File: config.mk
export PLATFORM = sky130hd
export DESIGN_NAME = deadline_slot_allocator_core
export DESIGN_NICKNAME = d
export VERILOG_FILES = /design/src/hdl/dsa_pkg.sv /design/src/hdl/dsa_cell.sv /design/src/hdl/deadline_slot_allocator_core.sv
export SDC_FILE = /design/constraint.sdc
export NUM_CORES = 1
export LEC_CHECK = 0
export ABC_AREA = 1
export ABC_CLOCK_PERIOD_IN_PS = 5600
export BUFFER_PORTS_ARGS = -buffer_cell sky130_fd_sc_hd__buf_2
export CAP_MARGIN = 0
export CORE_MARGIN = 3
export CORE_UTILIZATION = 60
export CTS_CLUSTER_SIZE = 14
export DETAILED_ROUTE_END_ITERATION = 12
export GPL_ROUTABILITY_DRIVEN = 0
export PLACE_DENSITY = 0.79
export SYNTH_ARGS = -nofsm -noshare
export SYNTH_HDL_FRONTEND = slang
export SYNTH_SLANG_ARGS = --single-unit
File: constraint.sdc
create_clock -name clk -period 5.6 [get_ports clk]
set_input_delay 0.84 -clock clk [delete_from_list [all_inputs] [get_ports clk]]
set_output_delay 0.84 -clock clk [all_outputs]
set_load 0.005 [all_outputs]
File: src/hdl/dsa_pkg.sv
package dsa_pkg;

    localparam int SLOTS      = 64;
    localparam int SLOT_W     = 6;                 // slot index width
    localparam int DL_W       = 7;                 // clamped deadline, 0..SLOTS
    localparam int CNT_W      = 7;                 // task ordinal, 1..SLOTS+1
    localparam int PEN_W      = 16;
    localparam int SUM_W      = 32;
    localparam int CELL_W     = 8;                 // slots held by one cell
    localparam int CELL_SEL_W = 3;                 // bits of slot picking the bit in a cell
    localparam int CELLS      = SLOTS / CELL_W;
    localparam int CELL_IDX_W = SLOT_W - CELL_SEL_W;

    // Search results handed from the cell above to the cell below.
    typedef struct packed {
        logic              ontime_hit;
        logic [SLOT_W-1:0] ontime_slot;
        logic              free_hit;
        logic [SLOT_W-1:0] free_slot;
    } dsa_chain_t;

    // Broadcast to every cell while a task is being placed.
    typedef struct packed {
        logic              new_set;     // treat the map as empty
        logic              update;      // commit this cycle
        logic              occupy;      // mark slot as taken
        logic [SLOT_W-1:0] slot;
        logic [DL_W-1:0]   deadline;
    } dsa_ctrl_t;

endpackage

File: src/hdl/dsa_cell.sv
module dsa_cell (
    input  logic                                clk,
    input  logic                                rst_n,
    input  logic [dsa_pkg::CELL_IDX_W-1:0]      cell_index,
    input  dsa_pkg::dsa_ctrl_t                  ctrl,
    input  dsa_pkg::dsa_chain_t                 chain_in,
    output dsa_pkg::dsa_chain_t                 chain_out
);
    import dsa_pkg::*;

    logic [CELL_W-1:0] bits_reg;
    logic [CELL_W-1:0] bits_next;
    logic [CELL_W-1:0] bits_eff;
    dsa_chain_t        local_res;

    assign bits_eff = ctrl.new_set ? '0 : bits_reg;

    // Highest free slot in this cell, overall and below the deadline.
    always_comb
    begin
        logic [SLOT_W-1:0] idx;
        local_res = '0;
        idx       = '0;
        for (int j = 0; j < CELL_W; j++)
        begin
            idx = {cell_index, CELL_SEL_W'(j)};
            if (!bits_eff[j])
            begin
                local_res.free_hit  = 1'b1;
                local_res.free_slot = idx;
                if ({1'b0, idx} < ctrl.deadline)
                begin
                    local_res.ontime_hit  = 1'b1;
                    local_res.ontime_slot = idx;
                end
            end
        end
    end

    // Higher cells win.
    always_comb
    begin
        chain_out = chain_in;
        if (!chain_in.ontime_hit)
        begin
            chain_out.ontime_hit  = local_res.ontime_hit;
            chain_out.ontime_slot = local_res.ontime_slot;
        end
        if (!chain_in.free_hit)
        begin
            chain_out.free_hit  = local_res.free_hit;
            chain_out.free_slot = local_res.free_slot;
        end
    end

    always_comb
    begin
        bits_next = bits_eff;
        if (ctrl.occupy && (ctrl.slot[SLOT_W-1:CELL_SEL_W] == cell_index))
        begin
            bits_next = bits_eff | (CELL_W'(1) << ctrl.slot[CELL_SEL_W-1:0]);
        end
    end

    always_ff @(posedge clk or negedge rst_n)
    begin
        if (!rst_n)
        begin
            bits_reg <= '0;
        end
        else if (ctrl.update)
        begin
            bits_reg <= bits_next;
        end
    end

endmodule

File: src/hdl/deadline_slot_allocator_core.sv
// A task waits in the input stage, then is placed and loaded into the output register.
// Throughput: one task per cycle while results are taken; the slot search
// ripples combinationally through the row of cells during placement.
// Reset (async, active low): slot map empty, internal late start 64, total 0,
// task ordinal 1, no task in flight, no result pending.
module deadline_slot_allocator_core (
    input  logic                          clk,
    input  logic                          rst_n,
    input  logic                          in_valid,
    output logic                          in_stall,
    input  logic                          new_set,
    input  logic [7:0]                    deadline,
    input  logic [dsa_pkg::PEN_W-1:0]     penalty,
    output logic                          out_valid,
    input  logic                          out_stall,
    output logic [dsa_pkg::CNT_W-1:0]     task_number,
    output logic [dsa_pkg::SLOT_W-1:0]    slot,
    output logic                          on_time,
    output logic                          rejected,
    output logic [dsa_pkg::DL_W-1:0]      late_start,
    output logic [dsa_pkg::SUM_W-1:0]     penalty_total
);
    import dsa_pkg::*;

    // Input stage: one task waiting for placement.
    logic              busy_reg;
    logic              busy_next;
    logic              new_set_reg;
    logic [DL_W-1:0]   deadline_reg;
    logic [PEN_W-1:0]  penalty_reg;

    // Set-wide totals (the slot map itself lives in the cells).
    logic [DL_W-1:0]   late_reg;
    logic [DL_W-1:0]   late_next;
    logic [SUM_W-1:0]  sum_reg;
    logic [SUM_W-1:0]  sum_next;
    logic [CNT_W-1:0]  count_reg;
    logic [CNT_W-1:0]  count_next;

    // Output register.
    logic              out_valid_reg;
    logic              out_valid_next;
    logic [CNT_W-1:0]  task_number_reg;
    logic [SLOT_W-1:0] slot_reg;
    logic              on_time_reg;
    logic              rejected_reg;
    logic [DL_W-1:0]   late_start_reg;
    logic [SUM_W-1:0]  total_reg;

    logic              in_xfer;
    logic              place;        // placement happens at this edge
    logic [DL_W-1:0]   deadline_clamp;

    logic [DL_W-1:0]   late_eff;
    logic [SUM_W-1:0]  sum_eff;
    logic [CNT_W-1:0]  count_eff;
    logic [SUM_W:0]    sum_wide;
    logic [SUM_W-1:0]  sum_sat;

    logic              is_rejected;
    logic              is_ontime;
    logic              is_late;
    logic [SLOT_W-1:0] chosen_slot;

    dsa_ctrl_t         ctrl;
    dsa_chain_t        chain [CELLS:0];

    // The placement stage frees up when its result can be loaded into the
    // output register; a new task may enter on that same edge.
    assign place    = busy_reg && (!out_valid_reg || !out_stall);
    assign in_stall = busy_reg && !place;
    assign in_xfer  = in_valid && !in_stall;

    // Deadlines past the end of the map are clamped to SLOTS, the end of the map.
    assign deadline_clamp = (deadline > 8'(SLOTS)) ? DL_W'(SLOTS) : deadline[DL_W-1:0];

    // A new set starts from the reset totals.
    assign late_eff  = new_set_reg ? DL_W'(SLOTS) : late_reg;
    assign sum_eff   = new_set_reg ? '0 : sum_reg;
    assign count_eff = new_set_reg ? CNT_W'(1) : count_reg;

    // Cell chain: top cell starts with nothing found; results ripple down.
    assign chain[CELLS] = '0;

    generate
        for (genvar g = 0; g < CELLS; g++)
        begin : g_cell
            dsa_cell u_cell (
                .clk        (clk),
                .rst_n      (rst_n),
                .cell_index (CELL_IDX_W'(g)),
                .ctrl       (ctrl),
                .chain_in   (chain[g+1]),
                .chain_out  (chain[g])
            );
        end
    endgenerate

    // Below the lowest free slot everything is taken, so the latest free slot
    // under the deadline is the on-time pick; otherwise the highest free slot.
    assign is_rejected = !chain[0].free_hit;
    assign is_ontime   = !is_rejected && chain[0].ontime_hit;
    assign is_late     = !is_rejected && !chain[0].ontime_hit;
    assign chosen_slot = is_ontime ? chain[0].ontime_slot : chain[0].free_slot;

    assign sum_wide = {1'b0, sum_eff} + {{(SUM_W+1-PEN_W){1'b0}}, penalty_reg};
    assign sum_sat  = sum_wide[SUM_W] ? '1 : sum_wide[SUM_W-1:0];

    always_comb
    begin
        ctrl.new_set  = new_set_reg;
        ctrl.update   = place;
        ctrl.occupy   = !is_rejected;
        ctrl.slot     = chosen_slot;
        ctrl.deadline = deadline_reg;
    end

    always_comb
    begin
        late_next  = late_reg;
        sum_next   = sum_reg;
        count_next = count_reg;
        if (place)
        begin
            late_next  = is_late ? {1'b0, chain[0].free_slot} : late_eff;
            sum_next   = is_late ? sum_sat : sum_eff;
            count_next = is_rejected ? count_eff : count_eff + CNT_W'(1);
        end
    end

    always_comb
    begin
        busy_next = busy_reg;
        if (place)
        begin
            busy_next = 1'b0;
        end
        if (in_xfer)
        begin
            busy_next = 1'b1;
        end
    end

    always_comb
    begin
        out_valid_next = out_valid_reg;
        if (out_valid_reg && !out_stall)
        begin
            out_valid_next = 1'b0;
        end
        if (place)
        begin
            out_valid_next = 1'b1;
        end
    end

    always_ff @(posedge clk or negedge rst_n)
    begin
        if (!rst_n)
        begin
            busy_reg      <= 1'b0;
            out_valid_reg <= 1'b0;
            late_reg      <= DL_W'(SLOTS);
            sum_reg       <= '0;
            count_reg     <= CNT_W'(1);
        end
        else
        begin
            busy_reg      <= busy_next;
            out_valid_reg <= out_valid_next;
            late_reg      <= late_next;
            sum_reg       <= sum_next;
            count_reg     <= count_next;
        end
    end

    // Payload registers, no reset needed.
    always_ff @(posedge clk)
    begin
        if (in_xfer)
        begin
            new_set_reg  <= new_set;
            deadline_reg <= deadline_clamp;
            penalty_reg  <= penalty;
        end
        if (place)
        begin
            task_number_reg <= count_eff;
            slot_reg        <= is_rejected ? '0 : chosen_slot;
            on_time_reg     <= is_ontime;
            rejected_reg    <= is_rejected;
            late_start_reg  <= late_next;
            total_reg       <= sum_next;
        end
    end

    assign out_valid     = out_valid_reg;
    assign task_number   = task_number_reg;
    assign slot          = slot_reg;
    assign on_time       = on_time_reg;
    assign rejected      = rejected_reg;
    assign late_start    = late_start_reg;
    assign penalty_total = total_reg;

endmodule
After elaboration in Yosys (flattened, before gate mapping)
Cells that the tools add are included.

Shift operators: 1. Order comparisons: 65. Reductions and logical operators: 24. Equality and inequality tests: 7. Add/sub/neg operators: 2. Bitwise gates (word level): 8. Muxes and demuxes: 172.

Operators with widths (count): $mux W14 (64); $mux W7 (83); $lt A6 B7 Y1 const A (32); $mux W32 (4); $mux W8 (16); $lt A5 B7 Y1 const A (16); $or A8 B8 Y8 (8); $lt A4 B7 Y1 const A (8); $add A32 B16 Y33 (1); $lt A3 B7 Y1 const A (4); $logic_and A1 B1 Y1 (14); $lt A1 B7 Y1 const A (2); $lt A2 B7 Y1 const A (2); $eq A3 B3 Y1 const B (4); $gt A8 B7 Y1 const B (1); $shl A1 B3 Y8 const A (1); $add A7 B1 Y7 const B (1); $eq A3 B2 Y1 const B (2); $logic_not A1 Y1 (6); $mux W6 (1); $mux W1 (4); $reduce_bool A2 Y1 (2); $eq A3 B1 Y1 const B (1); $logic_not A3 Y1 (1); $logic_or A1 B1 Y1 (1).

Register bits after elaboration: 190. Output and inout bits: 56. Input port bits: 29. Word-level logic and storage cells: 301.

Logic depth before layout (Yosys ltp)
Gate-level depths: netlist of run 1.

Depth after elaboration: 29. Depth in mapped cells: 24. Gate-level depth less buffers: 19.

Cells and area by module
Synthesis of run 1 repeated with hierarchy kept, for this count alone.

Cells, all modules: 2130. Area total of the unflattened synthesis: 14859.3 sq um.

Modules (own cells, without submodules): dsa_cell (times used 8, cells an instance 164, seq. area each 200.2 sq um, area an instance 1003.5 sq um); deadline_slot_allocator_core (times used 1, cells an instance 818, seq. area each 3545.9 sq um, area an instance 6831.6 sq um).

Worst setup path after synthesis of run 1
No wires, ideal clock.

Path kind: reg-to-reg. Start: register new_set_reg. End: register total_reg[11] (netlist: penalty_total[11]) (data pin). Arrival time: 3523 ps. Library setup time: 353 ps. Path buffers: 7. Period minus slack after synthesis: 3875 ps. Slack: 1725 ps. Data required time: 5247 ps. Cell stages (with the launch flop): 20. Cells stage by stage: edfxtp_1 > buf_6 > buf_2 > buf_1 > buf_2 > buf_1 > buf_1 > nor2_1 > ha_1 > a21oi_1 > o21ai_0 > a21oi_1 > nand2_1 > nand2_1 > nand2_1 > nand3_1 > inv_1 > clkbuf_1 > nor3_1 > o22ai_1.

Longest elaborated chain between the ends: 27. Elaborated cells between the ends (all ways): 149. Those cells by class: 1 x add/sub; 146 x mux; 2 x reduce/logical.

RTL lines: start, declared (line deadline_slot_allocator_core.sv:28) `logic new_set_reg;`; start signal, assigned (line deadline_slot_allocator_core.sv:182) `new_set_reg <= new_set;`; $mux W8 (line dsa_cell.sv:16) `assign bits_eff = ctrl.new_set ? '0 : bits_reg;`; $mux W14 (line dsa_cell.sv:27) `if (!bits_eff[j])`; $mux W7 (line dsa_cell.sv:31) `if ({1'b0, idx} < ctrl.deadline)`; $mux W14 (line dsa_cell.sv:27); $mux W7 (line dsa_cell.sv:31); $mux W14 (line dsa_cell.sv:27); $mux W7 (line dsa_cell.sv:31); $mux W14 (line dsa_cell.sv:27); [... 6 more ...]; $mux W7 (line dsa_cell.sv:31); $mux W14 (line dsa_cell.sv:27); $mux W7 (7 in a row) (line dsa_cell.sv:44) `if (!chain_in.ontime_hit)`; $logic_not A1 Y1 (line deadline_slot_allocator_core.sv:103) `assign is_late = !is_rejected && !chain[0].ontime_hit;`; $logic_and A1 B1 Y1 (line deadline_slot_allocator_core.sv:103); $mux W32 * (line deadline_slot_allocator_core.sv:126) `sum_next = is_late ? sum_sat : sum_eff;`; $mux W32 * (line deadline_slot_allocator_core.sv:123) `if (place)`; net sum_next[11] (line deadline_slot_allocator_core.sv:36) `logic [SUM_W-1:0] sum_next;`; end signal, assigned (line deadline_slot_allocator_core.sv:193) `total_reg <= sum_next;`; end, declared (line deadline_slot_allocator_core.sv:48) `logic [SUM_W-1:0] total_reg;`.

Mark *: on every way through the listed nets, which the timed path passes. The rest lies on a longest branch. A chain may end at the register's enable or synchronous reset.

Worst setup path after layout of run 1
Start: register deadline_reg[6]. End: register total_reg[6] (netlist: penalty_total[6]) (data pin).

Longest elaborated chain between the ends: 28. Elaborated cells between the ends (all ways): 203. Those cells by class: 64 x order compare; 137 x mux; 2 x reduce/logical.

RTL lines: start, declared (line deadline_slot_allocator_core.sv:29) `logic [DL_W-1:0] deadline_reg;`; start signal, assigned (line deadline_slot_allocator_core.sv:183) `deadline_reg <= deadline_clamp;`; $lt A6 B7 Y1 (line dsa_cell.sv:31); $mux W7 (line dsa_cell.sv:31); $mux W14 (line dsa_cell.sv:27); $mux W7 (line dsa_cell.sv:31); $mux W14 (line dsa_cell.sv:27); $mux W7 (line dsa_cell.sv:31); $mux W14 (line dsa_cell.sv:27); $mux W7 (line dsa_cell.sv:31); [... 8 more ...]; $mux W14 (line dsa_cell.sv:27); $mux W7 (6 in a row) (line dsa_cell.sv:44); $mux W7 * (line dsa_cell.sv:44); $logic_not A1 Y1 * (line deadline_slot_allocator_core.sv:103); $logic_and A1 B1 Y1 * (line deadline_slot_allocator_core.sv:103); $mux W32 * (line deadline_slot_allocator_core.sv:126); $mux W32 * (line deadline_slot_allocator_core.sv:123); net sum_next[6] (line deadline_slot_allocator_core.sv:36).

Marks and branches as above.

==> results of run 1 <==
-- kinds of logic after synthesis --
family                   Yosys count  synth area share
AND/OR/NAND/NOR                  925            0.3408
buffers and inverters            244           0.08518
AO/OA/AOI/OAI                    234            0.1064
flip-flops                       190            0.4253
XOR/XNOR                          32           0.02315
adder cells (fa/ha/maj)           18           0.01923
-- routing by layer --
metal,wire length [um],track usage
met5,0,0
met2,15380,0.5017
met1,12920,0.3902
met3,2655,0.05303
met4,1260,0.1247
-- Yosys cell counts, drive strengths merged, types with 5 or more instances --
cell type  instances  area (um2)
dfrtp            110        2753
nand4             22       167.7
o211ai             5       37.54
o31ai              5       37.54
xor2              23       201.4
o21ai            134       685.7
a21boi             5       37.54
inv              193       724.4
nor2             227        1018
nand2            506        1964
xnor2              9       78.83
a21oi             52       264.0
nand3            137       775.7
buf               31       225.2
o22ai             17       106.4
ha                17       212.7
edfxtp            78        2342
a31oi              5       31.28
clkinv             5       25.02
nor3              26       152.7
clkbuf            15       56.30
-- critical path, stage by stage (launching register included) --
cell and delay [ps]:
edfxtp_1 560, nor2_2 690, o21ai_1 230, nand2_1 180, inv_1 50, nor2_1 120, nand2_1 80, nor2_1 210
nand4_4 170, nor3_4 310, nand3_1 820, nor3_1 470, o22ai_1 150
-- area by class of cell --
cell class / count / share of cell area
multi-input cells: 1209 / 0.4495
clock buffers: 19 / 0.03355
well taps: 265 / 0.02511
flip-flops and latches: 190 / 0.3898
inverters: 198 / 0.05676
repair buffers: 90 / 0.03544
clock inverters: 13 / 0.009760
-- where the power goes --
part           internal (mW)  switching [mW]
clock network          0.635           0.552
registers               1.54          0.0544
logic                  0.139           0.374
-- path summary, 6_finish.rpt --
check	end	cells after the start	startpoint	slack, ps
max in group asynchronous	g_cell[0].u_cell.bits_reg[6]$_DFFE_PN0P_	2	rst_n	3970
max reg2reg	penalty_total[6]$_DFFE_PP_	12	deadline_reg[6]$_SDFFCE_PN1P_	1250
max	penalty_total[6]$_DFFE_PP_	12	deadline_reg[6]$_SDFFCE_PN1P_	1250
min reg2reg	g_cell[0].u_cell.bits_reg[2]$_DFFE_PN0P_	2	g_cell[0].u_cell.bits_reg[2]$_DFFE_PN0P_	480
min in group asynchronous	sum_reg[12]$_DFF_PN0_	1	rst_n	490
min	g_cell[0].u_cell.bits_reg[2]$_DFFE_PN0P_	2	g_cell[0].u_cell.bits_reg[2]$_DFFE_PN0P_	480
-- stage by stage --
| stage | instance area (um2) | power [mW] | instances |
|---|---|---|---|
| after global routing | 13200 | 3.430 | 1984 |
| after CTS | 13200 | 3.303 | 1984 |
| after floorplan | 12100 | 1.966 | 1643 |
| final | 13200 | 3.296 | 1984 |
| after detailed placement | 12630 | 2.130 | 1952 |
| after global placement | 12630 | 2.121 | 1952 |
==> results.md, run 1 <==
* Status: completed
* Reg area at 5147 um2
* Async S/R FF share, synth at 0.5895
* Clock tree sinks at 190
* Hold_ws at ~480 ps
* Core region area at slightly below 20000 um2
* Drt via density at 5.668
* Post-synthesis sequential area ratio at 0.4253
* # diodes at 0
* Synthesized instance count at about 1.6k
* TritonCTS buffer count at 17
* Drt wl/cell at 16.23 um
* Worst setup margin at approximately 1200 ps
* Vias in the first global route at 10.69k
* Core Util, Final at 0.6718
* TritonRoute pass-1 iters at 6
* Most frequent cells in the layout: nand2_1, nor2_1, inv_1
* Fillers at about 1.7k
* Hold Crit Class: flop to flop
* Violation count after the first detailed-routing iteration at 1144
* Setup bufs post-CTS at 0
* Clock Latency Late Sink at 450 ps
* Clk buf depth at 2
* Fin crit share at 0.7772
* Pwr dens at around 250 nW/um2
* Net Count, Synth at between 1.5k and 2k
* CTS clk-pin slew, worst paths at ~70 ps
* Antenna violations before repair at 0
* Hold Buf Count CTS at 0
* H-tree Lvls at 4
* Synth warn at 0
* Max Clk Rate at between 200 and 250 MHz
* Worst-margin pin slew at 1062 ps
* Max FO, Critical Path at 23
* Largest net degree at the start of global routing at 68
* Root Buffer: clkbuf_16
* Area of the multi-input gates at 5936 um2
* Post-DRT Antenna Nets at 0
* Worst EP arrival at 4510 ps
* Yosys reg bits at between 150 and 200
* Final Hold Fails at 0
* Netlist cell types at between 50 and 60
* Worst VDD drop at roughly 230 uV
* # port buffers at 84
* Syn-to-layout area delta at 9.086%
* Detailed Place HPWL at between 20000 and 25000 um
* Final setup fails at 0
* Max-slew violation count at 0
* All-Layer GR Usage at 0.3007
* # DRC at 0
* Pre-CTS WS at around 1400 ps
* Detailed-route wire length at about 32000 um
* Post-CTS resize count at 0
* Leak at slightly above 6 nW
* Die Wd at 148.0 um
* Setup Skew at around 13 ps
* Setup CP Type: flop to flop
* Max-slew headroom at 0.2898
* Die height at between 100 and 150 um
* RSZ-0062 raised after global routing: false
* Critical path endpoint category: flop
* Final nets at approximately 1.8k
* Crit start category: flop
* Max cap viols at 0
* Worst EP required at 5760 ps
* Top_reg_cell synth: dfrtp_1
* Most common cell after layout, fill and taps aside: nand2_1
* Overflow after GRT at 0
* Mean Syn Cell Area at 7.367 um2
* Die ar. at 21910 um2
* Rows at 51
* CTS tree: built
* Minimum clock period at ~4400 ps
* Layout cells sized above 1 at 0.1146
* Number of synthesized flops with an enable pin at 78
* Post-Syn Area at around 12000 um2
* Max reg flops at 64
* Vias after detailed routing at around 11k
* First-pass GRT wire length at between 50000 and 60000 um
* Ports at 85
* Initial Utilization at 0.6159
* Setup TNS at 0 ps
Power figures use the tool's default switching activity.
==> inputs of run 2 (changes only) <==
Settings changed: ABC_CLOCK_PERIOD_IN_PS 5600 to 4450.
Clock period 5.6 ns to 4.45 ns, I/O delays scaled along.
==> results.md, run 2 (synthesis gave the netlist of run 1 again) <==
* Status: completed (unchanged)
* All-Layer GR Usage at 0.3021 (was 0.3007)
* Leak at 6.186 nW (was 6.185 nW)
* Post-CTS resize count at 0 (unchanged)
* Uppermost layer routed: met4 (unchanged)
* Clk buf depth at 2 (unchanged)
* Setup bufs post-CTS at 0 (unchanged)
* Worst-margin pin slew at 991.8 ps (was 1062 ps)
* Final setup fails at 0 (unchanged)
* Minimum clock period at 4014 ps (was 4352 ps)
* RSZ-0062 raised after global routing: false (unchanged)
* Die Wd at 148.0 um (unchanged)
* First-pass GRT wire length at 53140 um (was 52850 um)
* Setup CP Type: flop to flop (unchanged)
* Violation count after the first detailed-routing iteration at 1151 (was 1144)
* Max FO, Critical Path at 14 (was 23)
* CTS clk-pin slew, worst paths at 70 ps (about the same)
* Core Util, Final at 0.6713 (was 0.6718)
* Met3 WL post-DR at 2769 um (was 2655 um)
* Root Buffer: clkbuf_16 (unchanged)
* Largest net degree at the start of global routing at 76 (was 68)
* Hold Buf Count CTS at 0 (unchanged)
* DRT met1 WL at 13140 um (was 12920 um)
* Worst EP arrival at 4180 ps (was 4510 ps)
* # DRC at 0 (unchanged)
* Post-DRT Antenna Nets at 0 (unchanged)
* # diodes at 0 (unchanged)
* CTS tree: built (unchanged)
* Drt via density at 5.703 (was 5.668)
* Max-slew headroom at 0.3381 (was 0.2898)
* Setup Skew at 10.23 ps (was 13.44 ps)
* Final Hold Fails at 0 (unchanged)
* H-tree Lvls at 4 (unchanged)
* Overflow after GRT at 0 (unchanged)
* Detailed-route wire length at 32620 um (was 32210 um)
* Most frequent cells in the layout: nand2_1, nor2_1, inv_1 (unchanged)
* Rows at 51 (unchanged)
* Total Power at 4.063 mW (was 3.296 mW)
* Vias after detailed routing at 11.34k (was 11.25k)
* Worst VDD drop at 253.6 uV (was 232.5 uV)
* Worst setup margin at 436.0 ps (was 1248 ps)
* Clock tree sinks at 190 (unchanged)
* Die height at 148.0 um (unchanged)
* Fin crit share at 0.9020 (was 0.7772)
* DR WL met2 at 15520 um (was 15380 um)
* Initial Utilization at 0.6159 (unchanged)
* Detailed Place HPWL at 24220 um (was 23930 um)
* Drt wl/cell at 16.40 um (was 16.23 um)
* Syn-to-layout area delta at 9.003% (was 9.086%)
* Clock Latency Late Sink at 440 ps (was 450 ps)
* Critical path endpoint category: flop (unchanged)
* Most common cell after layout, fill and taps aside: nand2_1 (unchanged)
* TritonRoute pass-1 iters at 6 (unchanged)
* Die ar. at 21910 um2 (unchanged)
* # port buffers at 84 (unchanged)
* Core region area at 19650 um2 (unchanged)
* Pwr dens at 307.9 nW/um2 (was 249.6 nW/um2)
* Worst reg2reg path depth at 10 (was 12)
* Max-slew violation count at 0 (unchanged)
* Max cap viols at 0 (unchanged)
* Pre-CTS WS at 500.6 ps (was 1367 ps)
* Crit start category: flop (unchanged)
* TritonCTS buffer count at 17 (unchanged)
* Max reg flops at 64 (unchanged)
* Ports at 85 (unchanged)
* Layout cells sized above 1 at 0.1160 (was 0.1146)
* Final nets at 1758 (was 1753)
* Worst EP required at 4620 ps (was 5760 ps)
* Antenna violations before repair at 0 (unchanged)
* Setup TNS at 0 ps (unchanged)
* Vias in the first global route at 10.84k (was 10.69k)
* Hold Crit Class: input pin to asynchronous set/reset pin (was flop to flop)
* Max Clk Rate at 249.1 MHz (was 229.8 MHz)
==> run 2: power by group <==
part	total, mW	internal (mW)	switching (mW)
Sequential	2.00	1.94	0.0638
Clock	1.41	0.722	0.689
Combinational	0.648	0.176	0.472
==> run 2: worst paths after layout <==
check                      slack [ps]                                        to                                      from
max in group asynchronous        3150  g_cell[3].u_cell.bits_reg[3]$_DFFE_PN0P_                                     rst_n
setup reg to reg                  440                   late_start[2]$_DFFE_PP_             deadline_reg[6]$_SDFFCE_PN1P_
setup / recovery                  440                   late_start[2]$_DFFE_PP_             deadline_reg[6]$_SDFFCE_PN1P_
min in group clk                  390                  penalty_reg[7]$_DFFE_PP_                                penalty[7]
hold / removal                    370                      sum_reg[9]$_DFF_PN0_                                     rst_n
hold reg to reg                   490  g_cell[1].u_cell.bits_reg[6]$_DFFE_PN0P_  g_cell[1].u_cell.bits_reg[6]$_DFFE_PN0P_
==> run 2: worst max-delay path, cell delays in order, from the launching register on <==
cell and delay, ps:
edfxtp_1 550, nor2_2 540, nand2_2 240, o21ai_0 330, nand2_1 170, nor3_4 440
nand4_4 210, nor2_1 740, inv_1 260, nand3_1 130, o21ai_0 120
==> run 2: stage by stage <==
| stage | hold WS, ps | area (um2) | cells |
|---|---|---|---|
| final | 371.5 | 13190 | 1989 |
| after global routing | 387.8 | 13190 | 1989 |
| after CTS | 389.0 | 13190 | 1989 |
| after detailed placement | 466.8 | 12670 | 1957 |
| after global placement | 464.9 | 12670 | 1957 |
| after floorplan | 371.9 | 12100 | 1643 |
==> run 2: metal layers <==
metal,vias up,track usage
met5,-,0
met4,0,0.1372
met3,104,0.05518
met2,542,0.4933
met1,5217,0.3951
li1,5480,-
==> run 2: final cells by class <==
type                       count  area (um2)
fill                        1691        6460
clock inverter                11       83.83
sequential                   190        5147
multi-input combinational   1209        5936
tap                          265       331.6
timing repair buffer          95       505.5
clock buffer                  21       440.4
inverter                     198       749.5
